**config.mk**
```make
export PLATFORM = sky130hd
export DESIGN_NAME = cau_divider
export DESIGN_NICKNAME = d
export VERILOG_FILES = /design/src/rtl/cau_pkg.sv /design/src/rtl/cau_divider.sv
export SDC_FILE = /design/constraint.sdc
export NUM_CORES = 1
export LEC_CHECK = 0
export ABC_AREA = 0
export BUFFER_PORTS_ARGS = -buffer_cell sky130_fd_sc_hd__buf_2
export CORE_MARGIN = 4
export CORE_UTILIZATION = 55
export DETAILED_ROUTE_END_ITERATION = 6
export HOLD_SLACK_MARGIN = 0.03
export MAX_ROUTING_LAYER = met4
export PLACE_DENSITY = 0.79
export REMOVE_ABC_BUFFERS = 1
export SLEW_MARGIN = 20
export SYNTH_ARGS = -nofsm -noshare
export SYNTH_HDL_FRONTEND = slang
export SYNTH_SLANG_ARGS = --single-unit
```
**constraint.sdc**
```tcl
create_clock -name clock -period 9.3 [get_ports clock]
set_clock_uncertainty 0.15 [all_clocks]
set_input_delay 0.93 -clock clock [delete_from_list [all_inputs] [get_ports clock]]
set_output_delay 0.93 -clock clock [all_outputs]
set_load 0.005 [all_outputs]
```
**src/rtl/cau_pkg.sv**
```systemverilog
`timescale 1ns / 1ps
`default_nettype none
// ----------------------------------------------------------------------------
// cau_pkg: shared types and constants for the complex arithmetic unit
// Operation codes, widths, request/response types and divider control types.
// ----------------------------------------------------------------------------
package cau_pkg;

   localparam int DATA_W         = 32;
   localparam int KIND_W         = 3;
   localparam int FRAC_BITS_DEF  = 16;

   typedef enum logic [KIND_W-1:0] {
      OP_ADD = 3'd0,
      OP_SUB = 3'd1,
      OP_MUL = 3'd2,
      OP_DIV = 3'd3,
      OP_CMP = 3'd4
   } op_type;

   typedef struct packed {
      logic [KIND_W-1:0]        kind;
      logic signed [DATA_W-1:0] a_re;
      logic signed [DATA_W-1:0] a_im;
      logic signed [DATA_W-1:0] b_re;
      logic signed [DATA_W-1:0] b_im;
   } req_type;

   typedef struct packed {
      logic signed [DATA_W-1:0] res_re;
      logic signed [DATA_W-1:0] res_im;
      logic                     div_by_zero;
      logic                     equal;
      logic [DATA_W-1:0]        ops_done;
   } rsp_type;

   // control from sequencer to divider
   typedef struct packed {
      logic start;
   } div_ctl_type;

   typedef struct packed {
      logic busy;
      logic done;
   } div_sts_type;

   // saturate sign-magnitude (magnitude up to 64 bits) to 32-bit signed
   function automatic logic signed [DATA_W-1:0] sat_sm(input logic neg,
                                                       input logic [63:0] mag);
      logic signed [DATA_W-1:0] r;
      if (neg) begin
         if (mag >= 64'h8000_0000) r = {1'b1, {(DATA_W-1){1'b0}}};
         else r = -$signed(mag[DATA_W-1:0]);
      end else begin
         if (mag > 64'h7FFF_FFFF) r = {1'b0, {(DATA_W-1){1'b1}}};
         else r = $signed(mag[DATA_W-1:0]);
      end
      return r;
   endfunction

endpackage
`default_nettype wire

```
**src/rtl/cau_divider.sv**
```systemverilog
`timescale 1ns / 1ps
`default_nettype none
// ----------------------------------------------------------------------------
// cau_divider: radix-2 restoring divider
// Unsigned NUM_W by DEN_W division, one quotient bit per cycle.
// ----------------------------------------------------------------------------
module cau_divider #(
   parameter int NUM_W = 80,
   parameter int DEN_W = 64
) (
   input  wire logic             clock,
   input  wire logic             reset,
   input  wire cau_pkg::div_ctl_type ctl,
   input  wire logic [NUM_W-1:0] num,
   input  wire logic [DEN_W-1:0] den,
   output cau_pkg::div_sts_type  sts,
   output logic [NUM_W-1:0]      quo
);
   import cau_pkg::*;

   localparam int CNT_W = $clog2(NUM_W + 1);

   logic [NUM_W-1:0] quo_ff, quo_in;
   logic [DEN_W:0]   rem_ff, rem_in;
   logic [DEN_W-1:0] den_ff, den_in;
   logic [CNT_W-1:0] cnt_ff, cnt_in;
   logic             busy_ff, busy_in;
   logic             done_ff, done_in;
   logic [DEN_W:0]   trial;

   // one shift-subtract step per cycle
   always_comb begin
      quo_in  = quo_ff;
      rem_in  = rem_ff;
      den_in  = den_ff;
      cnt_in  = cnt_ff;
      busy_in = busy_ff;
      done_in = 1'b0;
      trial   = {rem_ff[DEN_W-1:0], quo_ff[NUM_W-1]};
      if (ctl.start) begin
         quo_in  = num;
         rem_in  = '0;
         den_in  = den;
         cnt_in  = CNT_W'(NUM_W);
         busy_in = 1'b1;
      end else if (busy_ff) begin
         if (trial >= {1'b0, den_ff}) begin
            rem_in = trial - {1'b0, den_ff};
            quo_in = {quo_ff[NUM_W-2:0], 1'b1};
         end else begin
            rem_in = trial;
            quo_in = {quo_ff[NUM_W-2:0], 1'b0};
         end
         cnt_in = cnt_ff - 1'b1;
         if (cnt_ff == CNT_W'(1)) begin
            busy_in = 1'b0;
            done_in = 1'b1;
         end
      end
   end

   always_ff @(posedge clock) begin
      if (reset) begin
         busy_ff <= 1'b0;
         done_ff <= 1'b0;
         cnt_ff  <= '0;
      end else begin
         busy_ff <= busy_in;
         done_ff <= done_in;
         cnt_ff  <= cnt_in;
      end
      quo_ff <= quo_in;
      rem_ff <= rem_in;
      den_ff <= den_in;
   end

   assign sts.busy = busy_ff;
   assign sts.done = done_ff;
   assign quo      = quo_ff;

   // done is a single pulse after busy
   assert property (@(posedge clock) disable iff (reset) done_ff |-> !busy_ff)
      else $error("divider done while busy");
   assert property (@(posedge clock) disable iff (reset) done_ff |=> !done_ff)
      else $error("divider done longer than one cycle");
   assert property (@(posedge clock) disable iff (reset)
                    busy_ff && !ctl.start |-> rem_ff < {1'b0, den_ff})
      else $error("divider remainder out of range");
endmodule
`default_nettype wire

```
==> results.cfg, run 1 <==
[clocking]
insertion_delay_ps = 540
cts_sinks = 217
clk_path_buf_depth = 3
hold_buffers = 0
cts_setup_buffers = 0
cts_tree = built
htreeDepth = 1
numCtsBuffers = 24
cts_resized = 0
cts_root_buf = clkbuf_16
cts.reportedPaths.clkPinSlew_ps = 60

[global_route]
grt_max_degree = 88
met3_usage_pct = 6.14
overflow = 0
antenna_found_initial = 4
grt_usage_pct = 24.9
busiest_layer = met2
grt_pass1_wl_um = 50900
use_met2_pct = 41.2
met1_usage_pct = 30.8
first_global_vias = 9937

[timing]
slew_viol_final = 0
tns_ps = 0
rsz0062_at_grt = no
fin_crit_sh_pct = 42.5
worst_slack_ps = 5350
fin_crit_ps = 3950
tightest_slew_ps = 1040
finalSetupViolations = 0
maxSlewHeadroom_pct = 30.8
hold_viol_final = 0
max_freq_mhz = 253

[worst_setup_path]
required_ps = 9590
ff2ff_path_depth = 13
crit_fanout = 52
cp_slowest_cell = a41o_4
timing_worst_setup_path_type = reg -> reg
worst_setup_path_start_kind = register
max_stage_delay_ps = 520
cp_data_arrival_time_ps = 4250
crit_chain = inv_1, ha_1, o211ai_2, a21oi_2, a2111oi_2, o31ai_2, a31oi_2, o21a_2, o21ai_2, a41o_4, buf_16, mux2_4, a211oi_2
cp-end-kind = register

[route]
vias_per_cell = 5.69
drtIter0Drc = 648
routed_wl_um = 31300
vias = 9792
drc_errors = 0
final_antenna_net_count = 0
first_pass_iters = 5
detail_route.wl_per_cell_um = 18.2

[floorplan]
rows = 55
die_area_um2 = 25400
ios = 229
initial_core_util_pct = 55.8
core_area_um2 = 22600
die_y_um = 159
die_w_um = 159

[worst_hold_path]
whs_path_depth = 2
hold_path_class = reg -> reg

[finish]
final_nets = 1627
fin_area_um2 = 14600
drive_gt1_share_pct = 26.0
syn2layout_area_growth_pct = 16.2

[synth]
synth_seq_cells = 217
syn_area_um2 = 12600
synth-async-reset-ratio_pct = 0
synth_ff_type = edfxtp_1
ys_types = 69
synth-edff-count = 144
syn_area_per_cell_um2 = 10.3
yosysSeqAreaShare_pct = 46.0
syn_inst = 1228
yosysWarnings = 0

[place]
place_ws_ps = 5210
place.gp.congestion = 0.941
place_area_um2 = 13800
port_buffers = 228
post-dp-hpwl_um = 23100

[pwr]
p_int_mw = 1.96
power_switching_mw = 0.797
power.density_nw_per_um2 = 189
pwr-share-seq_pct = 42.7
p_comb_share_pct = 23.0
clkPwrFrac_pct = 34.2
swShare_pct = 28.9
peakVddDrop_mv = 0.175
leakage_nw = 6.07

[outcome]
outcome = finished clean

[job]
cap_viol_max_count = 0
==> power by group through the flow <==
stage / Clock (mW) / Combinational, mW / Sequential [mW]
final: 0.945 / 0.635 / 1.18
after global routing: 1.01 / 0.704 / 1.19
after CTS: 0.964 / 0.632 / 1.18
after detailed placement: 0 / 0.627 / 1.20
after global placement: 0 / 0.616 / 1.20
after floorplan: 0 / 0.432 / 1.20
==> worst paths after layout <==
path	start	slack, ps	end
max	den_ff[2]	5350	rem_ff[0]
min	rem_ff[61]	320	rem_ff[61]
max reg2reg	den_ff[2]	5350	rem_ff[0]
min reg2reg	rem_ff[61]	320	rem_ff[61]
==> cell families after synthesis <==
kind of cell | count (synthesis) | share of synthesized area (%)
and+or+nand+nor | 300 | 10.8
AOI/OAI and AO/OA | 296 | 15.7
DFF | 217 | 46.0
buffers and inverters | 153 | 5.15
muxes | 131 | 11.3
adders and majority gates | 67 | 6.72
xor gates and xnor gates | 64 | 4.45
==> Yosys cell counts (4+ instances only) <==
library cell | instances | share of area, %
a211oi_1 | 51 | 3.0
a21o_1 | 29 | 1.7
a21oi_1 | 76 | 3.0
a31oi_1 | 9 | 0.45
and2_1 | 4 | 0.20
and3_1 | 5 | 0.25
buf_1 | 4 | 0.12
buf_2 | 11 | 0.44
buf_4 | 4 | 0.24
buf_6 | 6 | 0.54
clkbuf_1 | 50 | 1.5
dfxtp_1 | 73 | 12
edfxtp_1 | 144 | 34
ha_1 | 66 | 6.6
inv_1 | 78 | 2.3
mux2_2 | 81 | 7.2
mux2i_1 | 49 | 3.9
nand2_1 | 87 | 2.6
nand2b_1 | 9 | 0.45
nand3_1 | 19 | 0.76
nand4_1 | 27 | 1.3
nor2_1 | 112 | 3.3
nor2b_1 | 7 | 0.35
nor3_1 | 14 | 0.56
o211ai_1 | 5 | 0.30
o21a_1 | 11 | 0.66
o21ai_0 | 39 | 1.6
o21ai_1 | 22 | 0.87
o21bai_1 | 12 | 0.72
or3_1 | 4 | 0.20
xnor2_1 | 47 | 3.3
xor2_1 | 17 | 1.2
==> metal layers <==
layer  wire length, um  part of all wire (%)  up-vias
li1                  -                     -     4855
met1             13100                    42     4551
met2             14900                    48      324
met3              2350                   7.5       62
met4               977                   3.1        0
met5                 0                     0        -
==> registers in the layout, indices dropped and copies added, names as in the netlist <==
register  flops
busy_ff       1
done_ff       1
cnt_ff        7
den_ff       64
quo          80
rem_ff       64
==> worst max-delay path: cells and delay by family, from the launching register on <==
family	cells	cell delay [ps]
buffers and inverters	2	380
multiplexers	1	340
adder cells (fa/ha/maj)	1	370
flip-flops	1	320
AO/OA/AOI/OAI	9	2230
==> cell type report <==
type                    instances  area [um2]
flip-flops and latches        217        5790
diodes                          5        12.5
well taps                     285         357
clock inverters                10         125
clock buffers                  34         668
fillers                      1816        7940
repair buffers                234        1210
inverters                      78         294
multi-input cells             858        6170
==> per-stage QoR <==
| step | power (mW) | hold WS [ps] | util [%] | cells |
|---|---|---|---|---|
| final | 2.76 | 320 | 64.8 | 1721 |
| after global routing | 2.90 | 350 | 64.8 | 1720 |
| after CTS | 2.78 | 324 | 64.6 | 1715 |
| after detailed placement | 1.83 | 314 | 61.1 | 1671 |
| after global placement | 1.81 | 307 | 61.1 | 1671 |
| after floorplan | 1.63 | 294 | - | 1153 |
==> layout by cell type (no fill, tap or decap), types with 7 or more instances in the layout <==
cell       count
a21oi_1       76
nand3_1       19
mux2i_1       49
a211oi_1      51
nor3_1        14
o21bai_1      12
clkbuf_1       7
o21a_1        11
a31oi_1        9
ha_1          66
buf_2        227
o21ai_0       39
edfxtp_1     144
nand2b_1       9
inv_1         77
clkbuf_16     24
nor2b_1        7
a21o_1        29
o21ai_1       22
xnor2_1       47
nand2_1       87
nand4_1       27
xor2_1        17
dfxtp_1       72
mux2_2        81
nor2_1       112
Power figures use the tool's default switching activity.
==> inputs of run 2 (changes only) <==
--- a/config.mk
+++ b/config.mk
@@ -5,14 +5,14 @@
 export SDC_FILE = /design/constraint.sdc
 export NUM_CORES = 1
 export LEC_CHECK = 0
-export ABC_AREA = 0
+export ABC_AREA = 1
 export BUFFER_PORTS_ARGS = -buffer_cell sky130_fd_sc_hd__buf_2
 export CORE_MARGIN = 4
-export CORE_UTILIZATION = 55
+export CORE_UTILIZATION = 53
 export DETAILED_ROUTE_END_ITERATION = 6
 export HOLD_SLACK_MARGIN = 0.03
 export MAX_ROUTING_LAYER = met4
-export PLACE_DENSITY = 0.79
+export PLACE_DENSITY = 0.78
 export REMOVE_ABC_BUFFERS = 1
 export SLEW_MARGIN = 20
 export SYNTH_ARGS = -nofsm -noshare
==> constraint.sdc (replaced) <==
create_clock -name clock -period 3.4 [get_ports clock]
set_clock_uncertainty 0.15 [all_clocks]
set_input_delay 0.34 -clock clock [delete_from_list [all_inputs] [get_ports clock]]
set_output_delay 0.34 -clock clock [all_outputs]
set_load 0.005 [all_outputs]
==> results.cfg, run 2 <==
[route]
vias = 15900
detail_route.wl_per_cell_um = 18.3
drc_errors = 0
vias_per_cell = 5.27
routed_wl_um = 55300
final_antenna_net_count = 0
first_pass_iters = 7
drtIter0Drc = 1686

[worst_setup_path]
required_ps = 3670
crit_top_cell = nand2_4
worst_setup_path_start_kind = register
crit_fanout = 65
max_stage_delay_ps = 740
cp_data_arrival_time_ps = 3530
cp-end-kind = register
cp_num_buf_inv = 2
crit_chain = inv_1, ha_1, nand2_1, nor2_1, nand3_2, nand3_2, nand2_2, nand2_4, nand2_4, nand2_4, nand2_4, buf_4, nand3_1, nand3_1, o21ai_0
path_depth = 15
cp_slowest_cell = buf_4
ff2ff_path_depth = 15
timing_worst_setup_path_type = reg -> reg
path_delay_family = simple AND/OR/NAND/NOR gates

[place]
post-dp-hpwl_um = 39400
port_buffers = 228
place.gp.congestion = 1.07
place_area_um2 = 16700

[pwr]
p_int_mw = 4.93
peakVddDrop_mv = 0.352
power_mw = 6.76
leakage_nw = 10.3
swShare_pct = 27.1
clkPwrFrac_pct = 38.4
power_switching_mw = 1.83
pwr-share-seq_pct = 46.1
p_comb_share_pct = 15.4
power.density_nw_per_um2 = 357

[synth]
yosysSeqAreaShare_pct = 38.3
synth_most_common_cell = nand2_1
syn_area_per_cell_um2 = 6.74
synth_seq_cells = 217
synth-async-reset-ratio_pct = 0
yosys.area.top_type = edfxtp_1
syn_area_um2 = 15100
synth_common_cells = 942 x nand2_1, 425 x inv_1, 146 x nand3_1
ys_types = 41
synth.top_cell.area_share_pct = 28.6
synth_ff_type = edfxtp_1
yosysWarnings = 0
synth-edff-count = 144
synth_area_leaders = edfxtp_1 29%, nand2_1 23%, inv_1 11%, dfxtp_1 9.7%, ha_1 5.5%
syn_inst = 2243

[finish]
layout_common_cells = 942 x nand2_1, 424 x inv_1, 227 x buf_2, 146 x nand3_1, 145 x dlygate4sd3_1
drive_gt1_share_pct = 13.7
fin_area_um2 = 18900
final_nets = 2831
largest_register_ffs = 80
layout_commonest_cell = nand2_1
fillers = 2294
syn2layout_area_growth_pct = 25.2

[clocking]
htreeDepth = 1
cts_root_buf = clkbuf_16
cts_sinks = 217
numCtsBuffers = 24
cts_setup_buffers = 0
cts_tree = built
cts.reportedPaths.clkPinSlew_ps = 70
clk_path_buf_depth = 3
insertion_delay_ps = 550

[outcome]
outcome = finished clean

[global_route]
antenna_found_initial = 0
grt_max_degree = 101
grt_usage_pct = 35.8
overflow = 0
grt_pass1_wl_um = 85900
first_global_vias = 15800

[timing]
rsz0062_at_grt = no
maxSlewHeadroom_pct = 37.9
finalSetupViolations = 0
hold_viol_final = 0
fin_crit_sh_pct = 96.1
fin_crit_ps = 3270
slew_viol_final = 0
tightest_slew_ps = 932
max_freq_mhz = 306
tns_ps = 0

[floorplan]
die_area_um2 = 31300
rows = 61
initial_core_util_pct = 54.1
die_y_um = 177
die_w_um = 177
core_area_um2 = 27900
ios = 229

[worst_hold_path]
whs_path_depth = 2
hold_path_class = in -> reg

[job]
cap_viol_max_count = 0
run 2: final cells by class:
| class | count | area (um2) | area share, % |
|---|---|---|---|
| antenna | 2 | 5.00 | 0.0265 |
| tap | 378 | 473 | 2.50 |
| clock inverter | 15 | 135 | 0.714 |
| timing repair buffer | 400 | 2870 | 15.2 |
| inverter | 436 | 1640 | 8.66 |
| sequential | 217 | 5790 | 30.6 |
| clock buffer | 29 | 629 | 3.33 |
| multi-input combinational | 1538 | 7380 | 39.0 |
run 2: path summary, 6_finish.rpt:
path / slack (ps) / end / from
max: 130 / rem_ff[11] / den_ff[1]
min: 300 / den_ff[29] / ctl
max reg2reg: 130 / rem_ff[11] / den_ff[1]
min reg2reg: 320 / rem_ff[32] / rem_ff[32]
run 2: logic make-up after synthesis:
logic type	count (synthesis)	share of synthesized area (%)
AOI/OAI and AO/OA	108	3.86
xor gates and xnor gates	32	1.85
adders and majority gates	67	5.60
buffers and inverters	488	12.9
DFF	217	38.3
and+or+nand+nor	1331	37.5
run 2: through the flow:
step	util (%)	std cells	setup slack, ps	hold slack [ps]
finish	67.7	3015	134	304
global route	67.7	3013	2.71	284
CTS	67.7	3013	77.7	262
detailed placement	59.7	2824	101	310
global placement	59.7	2824	217	305
floorplan	-	2191	-1650	259
run 2: repair_timing:
action	in CTS	in global routing
hold endpoints to repair	147	0
hold buffers	145	0
endpoints found under the setup margin	0	54
resized for setup	0	3
run 2: worst register-to-register path: cells and delay by family, from the launching register on:
family | cells | cell delay [ps]
AO/OA/AOI/OAI | 1 | 100
adder cells (fa/ha/maj) | 1 | 410
buffers and inverters | 2 | 800
flip-flops | 1 | 380
AND/OR/NAND/NOR | 11 | 1310
run 2: power groups by stage:
stage | clock network [mW] | registers, mW | logic, mW
floorplan | 0 | 3.15 | 0.437
detailed placement | 0 | 3.15 | 0.857
global placement | 0 | 3.15 | 0.837
finish | 2.60 | 3.12 | 1.04
CTS | 2.59 | 3.11 | 0.989
global route | 2.71 | 3.13 | 1.13
run 2: layer usage:
layer | vias to the layer above | global-route usage (%) | routed length [um] | part of all wire (%)
met3 | 132 | 4.40 | 4690 | 8.5
met2 | 870 | 58.9 | 25700 | 47
met5 | - | - | 0 | 0
li1 | 7631 | - | - | -
met4 | 0 | 11.0 | 1970 | 3.6
met1 | 7243 | 46.6 | 22900 | 41
==> inputs of run 3 (changes only) <==
--- a/config.mk
+++ b/config.mk
@@ -7,12 +7,14 @@
 export LEC_CHECK = 0
 export ABC_AREA = 1
 export BUFFER_PORTS_ARGS = -buffer_cell sky130_fd_sc_hd__buf_2
+export CELL_PAD_IN_SITES_DETAIL_PLACEMENT = 1
+export CELL_PAD_IN_SITES_GLOBAL_PLACEMENT = 1
 export CORE_MARGIN = 4
-export CORE_UTILIZATION = 53
+export CORE_UTILIZATION = 37
 export DETAILED_ROUTE_END_ITERATION = 6
 export HOLD_SLACK_MARGIN = 0.03
 export MAX_ROUTING_LAYER = met4
-export PLACE_DENSITY = 0.78
+export PLACE_DENSITY_LB_ADDON = 0.1
 export REMOVE_ABC_BUFFERS = 1
 export SLEW_MARGIN = 20
 export SYNTH_ARGS = -nofsm -noshare
==> results.cfg, run 3 (synthesis gave the netlist of run 2 again) <==
[outcome]
outcome = finished clean

[worst_setup_path]
timing_worst_setup_path_type = reg -> reg
cp_data_arrival_time_ps = 3400
cp-end-kind = register
worst_setup_path_start_kind = register
cp_num_buf_inv = 4
max_stage_delay_ps = 390
cp_slowest_cell = edfxtp_1
crit_top_cell = nand2_1
path_delay_family = simple AND/OR/NAND/NOR gates
timing.rr.end = rem_ff[26]
required_ps = 3710
r2r_start = den_ff[24]
crit_fanout = 26
rrSetupSlack_ps = 300
ff2ff_path_depth = 15
crit_chain = inv_1, ha_1, nand2_2, inv_1, a21oi_1, nand2_1, nand2_1, nand2_1, inv_2, nand2_4, nand2_4, buf_4, nand3_1, nand3_1, o21ai_1

[floorplan]
die_y_um = 210
die_area_um2 = 44100
initial_core_util_pct = 37.7
core_area_um2 = 40100
rows = 73
die_w_um = 210
ios = 229

[place]
place_ws_ps = 374
port_buffers = 228
post-dp-hpwl_um = 44400
place.gp.congestion = 0.948
dpl.cell_count = 2960

[route]
drtIter0Drc = 822
final_antenna_net_count = 0
vias_per_cell = 4.88
first_pass_iters = 5
vias = 15400
routed_wl_um = 59700
detail_route.wl_per_cell_um = 18.9
drc_errors = 0

[timing]
fin_crit_ps = 3100
finalSetupViolations = 0
worst_slack_ps = 303
slew_viol_final = 0
rsz0062_at_grt = no
fin_crit_sh_pct = 91.1
maxSlewHeadroom_pct = 43.5
tightest_slew_ps = 847
hold_viol_final = 0
max_freq_mhz = 323

[pwr]
peakVddDrop_mv = 0.364
power.density_nw_per_um2 = 366
power_mw = 6.98
leakage_nw = 10.2

[worst_hold_path]
hold_path_class = in -> reg
min_from = ctl
min_to = den_ff[62]
whs_path_depth = 1

[job]
cap_viol_max_count = 0

[finish]
syn2layout_area_growth_pct = 26.3
stdcell_count = 3149
final_nets = 2822
drive_gt1_share_pct = 13.4
largest_register_ffs = 80
register_area_um2 = 5790
fillers = 5197
layout_commonest_cell = nand2_1
multi_input_area_um2 = 7390
insertedDiodeCount = 0
layout_common_cells = 942 x nand2_1, 424 x inv_1, 227 x buf_2, 146 x nand3_1, 145 x dlygate4sd3_1

[global_route]
antenna_found_initial = 1
first_global_vias = 16500
grt_pass1_wl_um = 93300
grt_usage_pct = 27.4
overflow = 0
grt_max_degree = 97

[clocking]
clk_path_buf_depth = 3
cts_resized = 0
cts.reportedPaths.clkPinSlew_ps = 70
cts_setup_buffers = 0
cts_sinks = 217
cts_root_buf = clkbuf_16
numCtsBuffers = 26
cts_tree = built
hold_buffers = 145
htreeDepth = 1
insertion_delay_ps = 580
==> run 3: metrics by stage <==
step	utilization [%]	hold slack [ps]	instance area, um2	setup TNS [ps]
floorplan	-	259	14800	-171290
global placement	41.9	310	16800	0
detailed placement	41.9	313	16800	0
CTS	47.6	82.3	19100	0
global route	47.6	98.8	19100	0
finish	47.6	97.3	19100	0
==> run 3: worst max path at each step <==
stage / endpoint / cells past startpoint / slack (ps) / from
after floorplan: quo[0] / 2 / -1650 / busy_ff
after global placement: rem_ff[26] / 15 / 400 / den_ff[24]
after detailed placement: rem_ff[26] / 15 / 370 / den_ff[24]
after CTS: rem_ff[26] / 15 / 350 / den_ff[24]
after global routing: rem_ff[26] / 15 / 110 / den_ff[24]
final: rem_ff[26] / 15 / 300 / den_ff[24]
==> run 3: routing by layer <==
| metal | vias to the layer above | share of wire [%] | global-route usage (%) |
|---|---|---|---|
| met5 | - | 0 | - |
| met4 | 0 | 2.6 | 5.87 |
| met3 | 78 | 5.6 | 4.91 |
| met2 | 375 | 46 | 45.2 |
| met1 | 7294 | 45 | 35.5 |
| li1 | 7612 | - | - |
==> run 3: area by class of cell <==
class | count | share of cell area, %
clock buffers | 35 | 3.80
clock inverters | 9 | 0.642
flip-flops and latches | 217 | 30.3
repair buffers | 389 | 14.5
multi-input cells | 1538 | 38.7
inverters | 436 | 8.59
well taps | 525 | 3.44
==> run 3: worst reg2reg max path, delay by kind of cell (launching register included) <==
family	cells	cell delay, ps
adders and majority gates	1	280
DFF	1	390
and+or+nand+nor	8	1160
AOI/OAI and AO/OA	2	380
buffers and inverters	4	620
==> run 3: where the power goes <==
| group | switching [mW] | total, mW | internal, mW | leakage (nW) |
|---|---|---|---|---|
| Clock | 1.19 | 2.83 | 1.64 | 0.416 |
| Combinational | 0.607 | 1.03 | 0.419 | 7.79 |
| Sequential | 0.0987 | 3.12 | 3.02 | 2.04 |
| Total | 1.89 | 6.98 | 5.08 | 10.2 |
